--- config.mk ---
export PLATFORM = sky130hd
export DESIGN_NAME = sd_spi_mode_entry_sequencer_core
export DESIGN_NICKNAME = d
export VERILOG_FILES = /design/src/hw/rtl/sdspi_pkg.sv /design/src/hw/rtl/sdspi_step.sv /design/src/hw/rtl/sd_spi_mode_entry_sequencer_core.sv
export SDC_FILE = /design/constraint.sdc
export NUM_CORES = 1
export LEC_CHECK = 0
export BUFFER_PORTS_ARGS = -buffer_cell sky130_fd_sc_hd__buf_2
export CAP_MARGIN = 0
export CORE_MARGIN = 4
export CORE_UTILIZATION = 45
export CTS_CLUSTER_DIAMETER = 60
export DETAILED_ROUTE_END_ITERATION = 8
export HOLD_SLACK_MARGIN = 0.02
export SYNTH_ARGS = -nofsm -noshare
export SYNTH_HDL_FRONTEND = slang
export SYNTH_SLANG_ARGS = --single-unit
--- constraint.sdc ---
create_clock -name aclk -period 5.8 [get_ports aclk]
set_clock_uncertainty 0.05 [all_clocks]
set_input_delay 0.29 -clock aclk [delete_from_list [all_inputs] [get_ports aclk]]
set_output_delay 0.29 -clock aclk [all_outputs]
set_load 0.01 [all_outputs]
--- src/hw/rtl/sdspi_pkg.sv ---
// ----------------------------------------------------------------------------
// sdspi_pkg
// Shared types and constants for the SD card SPI-mode entry sequencer.
// ----------------------------------------------------------------------------
package sdspi_pkg;

    // Event kinds carried on the input channel.
    localparam logic [1:0] OP_START = 2'd0;
    localparam logic [1:0] OP_TICK  = 2'd1;
    localparam logic [1:0] OP_RX    = 2'd2;

    // Sequencer phases.
    localparam logic [2:0] PH_IDLE     = 3'd0;
    localparam logic [2:0] PH_PREAMBLE = 3'd1;
    localparam logic [2:0] PH_BUSY     = 3'd2;
    localparam logic [2:0] PH_CMD      = 3'd3;
    localparam logic [2:0] PH_POLL     = 3'd4;
    localparam logic [2:0] PH_DONE     = 3'd5;

    // Configuration register indexes.
    localparam logic [1:0] CFG_INIT_TIMEOUT = 2'd0;
    localparam logic [1:0] CFG_BUSY_TIMEOUT = 2'd1;
    localparam logic [1:0] CFG_PREAMBLE     = 2'd2;

    localparam int CFG_TIMEOUT_W = 24;

    // Register values after reset (2000 * 48, 300 * 48 and 10).
    localparam logic [CFG_TIMEOUT_W-1:0] INIT_TIMEOUT_RST = 24'd96000;
    localparam logic [CFG_TIMEOUT_W-1:0] BUSY_TIMEOUT_RST = 24'd14400;
    localparam logic [3:0]               PREAMBLE_RST     = 4'd10;

    // Bytes on the wire.
    localparam logic [7:0] BYTE_IDLE      = 8'hFF;
    localparam logic [7:0] R1_IDLE_STATE  = 8'h01;
    localparam logic [3:0] CMD0_LEN       = 4'd6;

    typedef struct packed {
        logic [CFG_TIMEOUT_W-1:0] init_timeout_ticks;
        logic [CFG_TIMEOUT_W-1:0] busy_timeout_ticks;
        logic [3:0]               preamble_bytes;
    } cfg_t;

    typedef struct packed {
        logic [2:0] phase;
        logic [3:0] byte_count;
        logic [7:0] poll_count;
    } ctl_t;

    typedef struct packed {
        logic       success;
        logic       done_res;
        logic       chip_select;
        logic [7:0] tx_byte;
        logic       send_byte;
    } res_t;

    // CMD0 (GO_IDLE_STATE) frame: 40 00 00 00 00 95.
    function automatic logic [7:0] cmd0_byte(input logic [2:0] idx);
        logic [7:0] b;
        unique case (idx)
            3'd0:    b = 8'h40;
            3'd5:    b = 8'h95;
            default: b = 8'h00;
        endcase
        return b;
    endfunction

endpackage

--- src/hw/rtl/sdspi_step.sv ---
// ----------------------------------------------------------------------------
// sdspi_step
// Next-state and result logic for one event of the SPI-mode entry sequencer.
// ----------------------------------------------------------------------------
module sdspi_step #(
    parameter int TIMER_WIDTH = 24,
    parameter int POLL_LIMIT  = 255
) (
    input  logic [1:0]             op,
    input  logic [7:0]             rx_byte,
    input  sdspi_pkg::cfg_t        cfg,
    input  sdspi_pkg::ctl_t        ctl,
    input  logic [TIMER_WIDTH-1:0] overall_elapsed,
    input  logic [TIMER_WIDTH-1:0] busy_elapsed,
    output sdspi_pkg::ctl_t        ctl_next,
    output logic [TIMER_WIDTH-1:0] overall_next,
    output logic [TIMER_WIDTH-1:0] busy_next,
    output logic                   res_valid,
    output sdspi_pkg::res_t        res
);
    import sdspi_pkg::*;

    localparam int CMP_W = (TIMER_WIDTH > CFG_TIMEOUT_W) ? TIMER_WIDTH : CFG_TIMEOUT_W;
    localparam logic [TIMER_WIDTH-1:0] TIMER_MAX = '1;
    localparam logic [7:0] POLL_MAX = 8'(POLL_LIMIT);

    logic active;
    logic retry;
    logic deadline_ok;
    logic busy_ok;

    assign active      = (ctl.phase != PH_IDLE) && (ctl.phase != PH_DONE);
    assign deadline_ok = CMP_W'(overall_elapsed) <= CMP_W'(cfg.init_timeout_ticks);
    assign busy_ok     = CMP_W'(busy_elapsed) < CMP_W'(cfg.busy_timeout_ticks);

    always_comb begin
        ctl_next     = ctl;
        overall_next = overall_elapsed;
        busy_next    = busy_elapsed;
        res_valid    = 1'b0;
        res          = '0;
        retry        = 1'b0;

        unique case (op)
            OP_START: begin
                overall_next        = '0;
                busy_next           = '0;
                ctl_next.poll_count = '0;
                ctl_next.byte_count = '0;
                res_valid           = 1'b1;
                if (cfg.preamble_bytes != 4'd0) begin
                    ctl_next.phase      = PH_PREAMBLE;
                    ctl_next.byte_count = 4'd1;
                    res.send_byte       = 1'b1;
                    res.tx_byte         = BYTE_IDLE;
                end else begin
                    // Elapsed was just cleared, so the deadline always holds.
                    ctl_next.phase  = PH_BUSY;
                    res.send_byte   = 1'b1;
                    res.tx_byte     = BYTE_IDLE;
                    res.chip_select = 1'b1;
                end
            end
            OP_TICK: begin
                // Saturating tick counters, running only while active.
                if (active) begin
                    if (overall_elapsed != TIMER_MAX) begin
                        overall_next = overall_elapsed + 1'b1;
                    end
                    if (busy_elapsed != TIMER_MAX) begin
                        busy_next = busy_elapsed + 1'b1;
                    end
                end
            end
            OP_RX: begin
                if (active) begin
                    res_valid = 1'b1;
                    unique case (ctl.phase)
                        PH_PREAMBLE: begin
                            if (ctl.byte_count < cfg.preamble_bytes) begin
                                ctl_next.byte_count = ctl.byte_count + 4'd1;
                                res.send_byte       = 1'b1;
                                res.tx_byte         = BYTE_IDLE;
                            end else begin
                                retry = 1'b1;
                            end
                        end
                        PH_BUSY: begin
                            if (rx_byte == BYTE_IDLE) begin
                                ctl_next.phase      = PH_CMD;
                                ctl_next.byte_count = 4'd1;
                                res.send_byte       = 1'b1;
                                res.tx_byte         = cmd0_byte(3'd0);
                                res.chip_select     = 1'b1;
                            end else if (busy_ok) begin
                                res.send_byte   = 1'b1;
                                res.tx_byte     = BYTE_IDLE;
                                res.chip_select = 1'b1;
                            end else begin
                                retry = 1'b1;
                            end
                        end
                        PH_CMD: begin
                            res.send_byte   = 1'b1;
                            res.chip_select = 1'b1;
                            if (ctl.byte_count < CMD0_LEN) begin
                                ctl_next.byte_count = ctl.byte_count + 4'd1;
                                res.tx_byte         = cmd0_byte(ctl.byte_count[2:0]);
                            end else begin
                                ctl_next.phase      = PH_POLL;
                                ctl_next.poll_count = '0;
                                res.tx_byte         = BYTE_IDLE;
                            end
                        end
                        PH_POLL: begin
                            if (rx_byte[7] && (ctl.poll_count < POLL_MAX)) begin
                                ctl_next.poll_count = ctl.poll_count + 8'd1;
                                res.send_byte       = 1'b1;
                                res.tx_byte         = BYTE_IDLE;
                                res.chip_select     = 1'b1;
                            end else if (rx_byte == R1_IDLE_STATE) begin
                                ctl_next.phase = PH_DONE;
                                res.done_res   = 1'b1;
                                res.success    = 1'b1;
                            end else begin
                                retry = 1'b1;
                            end
                        end
                        default: begin
                            res_valid = 1'b0;
                        end
                    endcase
                end
            end
            default: begin
                // Unused event code: no effect.
            end
        endcase

        // Retry: restart the busy wait if the overall deadline holds.
        if (retry) begin
            if (deadline_ok) begin
                ctl_next.phase  = PH_BUSY;
                busy_next       = '0;
                res.send_byte   = 1'b1;
                res.tx_byte     = BYTE_IDLE;
                res.chip_select = 1'b1;
            end else begin
                ctl_next.phase = PH_DONE;
                res.done_res   = 1'b1;
            end
        end
    end

endmodule

--- src/hw/rtl/sd_spi_mode_entry_sequencer_core.sv ---
// ----------------------------------------------------------------------------
// sd_spi_mode_entry_sequencer_core
// An event waits in the input register; its result is held in the output register.
// Throughput: one event per cycle unless m_ stalls; the single sequencer step sets the rate.
// A stalled result is held in the output register while a new event is taken.
// Reset (aresetn low, synchronous) idles the sequencer and restores the
// configuration registers to their defaults.
// ----------------------------------------------------------------------------
module sd_spi_mode_entry_sequencer_core #(
    parameter int TIMER_WIDTH = 24,
    parameter int POLL_LIMIT  = 255
) (
    input  logic        aclk,
    input  logic        aresetn,
    // Event channel.
    input  logic        s_tvalid,
    output logic        s_tready,
    input  logic [7:0]  s_tdata,   // [7:0] rx_byte
    input  logic [1:0]  s_tuser,   // [1:0] op
    // Result channel.
    output logic        m_tvalid,
    input  logic        m_tready,
    output logic [7:0]  m_tdata,   // [7:0] tx_byte
    output logic [3:0]  m_tuser,   // [0] send_byte, [1] chip_select, [2] done_res, [3] success
    // Configuration write channel.
    input  logic        cfg_valid,
    output logic        cfg_ready,
    input  logic [1:0]  cfg_index,
    input  logic [23:0] cfg_data
);
    import sdspi_pkg::*;

    logic                   in_valid_reg;
    logic [1:0]             in_op_reg;
    logic [7:0]             in_rx_reg;
    cfg_t                   cfg_reg;
    ctl_t                   ctl_reg;
    ctl_t                   ctl_next;
    logic [TIMER_WIDTH-1:0] overall_reg;
    logic [TIMER_WIDTH-1:0] overall_next;
    logic [TIMER_WIDTH-1:0] busy_reg;
    logic [TIMER_WIDTH-1:0] busy_next;
    logic                   res_valid;
    res_t                   res;
    logic                   out_valid_reg;
    res_t                   out_reg;
    logic                   step_en;

    // The held event is stepped when the output register can take its result.
    assign step_en   = in_valid_reg && (!out_valid_reg || m_tready);
    assign s_tready  = !in_valid_reg || step_en;
    assign cfg_ready = 1'b1;

    // Input register.
    always_ff @(posedge aclk) begin
        if (!aresetn) begin
            in_valid_reg <= 1'b0;
        end else if (s_tready) begin
            in_valid_reg <= s_tvalid;
        end
    end

    always_ff @(posedge aclk) begin
        if (s_tready && s_tvalid) begin
            in_op_reg <= s_tuser;
            in_rx_reg <= s_tdata;
        end
    end

    // Configuration registers.
    always_ff @(posedge aclk) begin
        if (!aresetn) begin
            cfg_reg.init_timeout_ticks <= INIT_TIMEOUT_RST;
            cfg_reg.busy_timeout_ticks <= BUSY_TIMEOUT_RST;
            cfg_reg.preamble_bytes     <= PREAMBLE_RST;
        end else if (cfg_valid && cfg_ready) begin
            unique case (cfg_index)
                CFG_INIT_TIMEOUT: cfg_reg.init_timeout_ticks <= cfg_data;
                CFG_BUSY_TIMEOUT: cfg_reg.busy_timeout_ticks <= cfg_data;
                CFG_PREAMBLE:     cfg_reg.preamble_bytes     <= cfg_data[3:0];
                default: begin
                end
            endcase
        end
    end

    sdspi_step #(
        .TIMER_WIDTH (TIMER_WIDTH),
        .POLL_LIMIT  (POLL_LIMIT)
    ) u_step (
        .op              (in_op_reg),
        .rx_byte         (in_rx_reg),
        .cfg             (cfg_reg),
        .ctl             (ctl_reg),
        .overall_elapsed (overall_reg),
        .busy_elapsed    (busy_reg),
        .ctl_next        (ctl_next),
        .overall_next    (overall_next),
        .busy_next       (busy_next),
        .res_valid       (res_valid),
        .res             (res)
    );

    // Sequencer state.
    always_ff @(posedge aclk) begin
        if (!aresetn) begin
            ctl_reg.phase      <= PH_IDLE;
            ctl_reg.byte_count <= '0;
            ctl_reg.poll_count <= '0;
            overall_reg        <= '0;
            busy_reg           <= '0;
        end else if (step_en) begin
            ctl_reg     <= ctl_next;
            overall_reg <= overall_next;
            busy_reg    <= busy_next;
        end
    end

    // Output register.
    always_ff @(posedge aclk) begin
        if (!aresetn) begin
            out_valid_reg <= 1'b0;
        end else if (step_en && res_valid) begin
            out_valid_reg <= 1'b1;
        end else if (m_tready) begin
            out_valid_reg <= 1'b0;
        end
    end

    always_ff @(posedge aclk) begin
        if (step_en && res_valid) begin
            out_reg <= res;
        end
    end

    assign m_tvalid = out_valid_reg;
    assign m_tdata  = out_reg.tx_byte;
    assign m_tuser  = {out_reg.success, out_reg.done_res, out_reg.chip_select,
                       out_reg.send_byte};

endmodule
==> impl_metrics.tcl <==
set metrics [dict create \
    path_clk_slew_ps 60 \
    postRouteAntennaNets 0 \
    insertedDiodeCount 0 \
    core_area_mm2 0.0159 \
    reg2reg_to "busy_reg[10]$_SDFFE_PN0P_" \
    yosysTopAreaCell "dfxtp_1" \
    grt_pass1_vias 5967 \
    fin_setup_tns_ps 0 \
    row_count 46 \
    p_leak_nw 3.27 \
    min_to "in_valid_reg$_SDFFE_PN0N_" \
    seq_area_frac_synth_pct 39.0 \
    relSlewSlack_pct 25.5 \
    fp.dieW_um 136 \
    drt_iter0_markers 384 \
    grt_setup_unrepaired "no" \
    drt_wl_total_um 17400 \
    clock_latency_ps 420 \
    final-hold-violation-count 0 \
    cpPeakStageDelay_ps 580 \
    synth_compound_area_share_pct 15.4 \
    syn2layout_area_growth_pct 14.7 \
    hold_class "in -> reg" \
    wl_per_cell_um 15.0 \
    firstDrtPassIters 5 \
    start_util_pct 46.1 \
    antenna_found_initial 0 \
    r2r_setup_slack_ps 2290 \
    cp_max_fo 15 \
    ys_types 68 \
    ys_warn_count 0 \
    remaining_drc_errors 0 \
    fp.dieH_um 136 \
    synthSimpleGateAreaFrac_pct 24.6 \
    cts_setup_buffers 0 \
    synth.top_cell.area_share_pct 32.0 \
    multi_input_area_mm2 0.00405 \
    end_kind "register" \
    gp_congestion 0.877 \
    fillers 1550 \
    ys_ff_latch 134 \
    dp_hpwl_um 12800 \
    synth-main-ff-cell "dfxtp_1" \
    syn-num-nets 974 \
    r2r-start "busy_reg[23]$_SDFFE_PN0P_" \
    cts_tree "done" \
    synth_fa_ha_area_share_pct 9.58 \
    hp-start "s_tvalid" \
    synth_top_family_by_area "simple AND/OR/NAND/NOR gates" \
    numCtsBuffers 17 \
    tightestPinTransition_ps 1110 \
    required_ps 6040 \
    hold-path-cell-count 3 \
    largest_reg_flops 52 \
    arrival_ps 3750 \
    avgViaCountPerCell 5.17 \
    fin_nets 1024 \
    criticalPathCategory "reg -> reg" \
    slew_viol_final 0 \
    num_vias 5974 \
    drv_cap 0 \
    syn_avg_cell_area_um2 8.34 \
    max_freq_mhz 285 \
    finalSetupViolCount 0 \
    start_kind "register" \
    grt_start_max_net_pins 55 \
    num_io_pins 56 \
    crit_slowest_cell "nor4_1" \
    htreeDepth 4 \
    outcome "finished, final reports clean" \
    overflow 0 \
    synth_area_leaders "dfxtp_1, ha_1, nand2_1" \
    synthArstFlopShare_pct 0 \
    synth_xor_area_share_pct 5.27 \
    path_cells "ha_1 > nand4_1 > nor4_1 > a221o_1 > a211oi_1 > a21boi_1 > o221ai_4 > and2_1 > o21ai_4 > nor2_1" \
    period_minus_slack_ps 3510 \
    period_share_pct 60.5 \
    clockRootBuffer "clkbuf_16" \
    pwr_density_cell_mw_per_mm2 258 \
    grtUsageTotal_pct 20.2 \
    synth.area.mux_share_pct 0.410 \
    port_buffers 54 \
    drive_above_1_share_pct 11.5 \
    r2r_cells 10 \
    post_synth_inst_count 877 \
    vdd_drop_max_mv 0.220 \
    utilization_pct 52.8 \
    die_area_mm2 0.0184 \
    cts.path.max_buffers 2 \
    grt_pass1_wl_um 29600 \
    syn_area_mm2 0.00732 \
    cts.sinks 134 \
    synth_edf_count 17 \
    seq_area_mm2 0.00285 \
    setup.worst_path.start "busy_reg[23]$_SDFFE_PN0P_" \
]
[layout by cell type (no fill, tap or decap), types with 29 or more instances in the layout]
cell type / count
xor2_1: 29
nand3_1: 39
nand2_1: 148
nor2_1: 81
a21boi_0: 43
a21oi_1: 35
dfxtp_1: 117
buf_2: 54
inv_1: 64
ha_1: 56
[metal layers]
| metal | track usage, % | vias to the layer above | part of all wire, % | wire length (um) |
|---|---|---|---|---|
| met5 | 0 | - | 0 | 0 |
| met4 | 7.78 | 0 | 2.0 | 355 |
| met3 | 3.75 | 23 | 4.6 | 802 |
| met2 | 31.6 | 125 | 44 | 7620 |
| met1 | 27.9 | 2703 | 49 | 8590 |
| li1 | - | 3123 | - | - |
[cells in the mapped netlist, types with 3 or more instances]
| master | count |
|---|---|
| buf_4 | 7 |
| and2_1 | 6 |
| inv_1 | 64 |
| a31o_2 | 3 |
| a21o_1 | 6 |
| o21ai_0 | 22 |
| nand3_1 | 39 |
| and4_1 | 6 |
| ha_1 | 56 |
| a31oi_1 | 3 |
| edfxtp_1 | 17 |
| a21oi_1 | 35 |
| clkbuf_1 | 26 |
| mux2i_1 | 3 |
| nor3_1 | 15 |
| a21boi_0 | 43 |
| nand2b_1 | 6 |
| xnor2_1 | 15 |
| or4_1 | 4 |
| dfxtp_1 | 117 |
| o21a_1 | 4 |
| and3_1 | 7 |
| nand2_1 | 148 |
| nand4_1 | 21 |
| o211ai_1 | 14 |
| a211oi_1 | 5 |
| xor2_1 | 29 |
| nor4_1 | 6 |
| nor2b_1 | 17 |
| nand3b_1 | 3 |
| nor2_1 | 82 |
[how the worst max path moves through the flow]
stage | end | slack, ps | depth (start not counted)
floorplan | m_tdata[4]$_DFFE_PP_ | 2990 | 12
global route | m_tdata[4]$_DFFE_PP_ | 2020 | 10
global placement | busy_reg[3]$_SDFFE_PN0P_ | 2320 | 10
CTS | busy_reg[10]$_SDFFE_PN0P_ | 2230 | 10
finish | busy_reg[10]$_SDFFE_PN0P_ | 2290 | 10
detailed placement | busy_reg[10]$_SDFFE_PN0P_ | 2250 | 10
[kinds of logic after synthesis]
group | Yosys count
adders and majority gates | 56
DFF | 134
muxes | 3
and+or+nand+nor | 378
other | 1
AOI/OAI and AO/OA | 161
buffers and inverters | 100
xor gates and xnor gates | 44
[per-stage QoR]
stage / power, W / instance area, um2 / cells / worst slack [ps] / hold WS [ps]
floorplan: 0.00108 / 7320 / 877 / 2990 / 339
global placement: 0.00112 / 7710 / 1114 / 2320 / 403
detailed placement: 0.00112 / 7710 / 1114 / 2250 / 408
CTS: 0.00218 / 8390 / 1156 / 2230 / 46.9
global route: 0.00224 / 8390 / 1156 / 2020 / 70.1
finish: 0.00216 / 8390 / 1156 / 2290 / 61.0
[repair_timing]
action | 4_1_cts | 5_1_grt
hold buffers | 10 | 0
hold endpoints to repair | 10 | 0
setup endpoints to repair | 0 | 0
gates resized for setup | 0 | 0
[where the power goes]
group          internal, W  switching, W  leakage (nW)
Sequential        0.000960     0.0000125          1.12
Combinational    0.0000521     0.0000842          1.87
Clock             0.000636      0.000417         0.284
Total              0.00165      0.000513          3.27
[final cells by class]
type	instances	share of cell area (%)
sequential	134	34.0
multi-input combinational	643	48.3
timing repair buffer	67	4.68
inverter	64	2.86
clock buffer	21	5.74
clock inverter	11	1.16
tap	216	3.22
[critical path: cells and delay by family, from the launching register on]
family	cells	cell delay, ps
adder cells (fa/ha/maj)	1	330
AO/OA/AOI/OAI	5	1380
flip-flops	1	380
AND/OR/NAND/NOR	4	1240
Note: power is estimated with default switching activity, not from simulation.
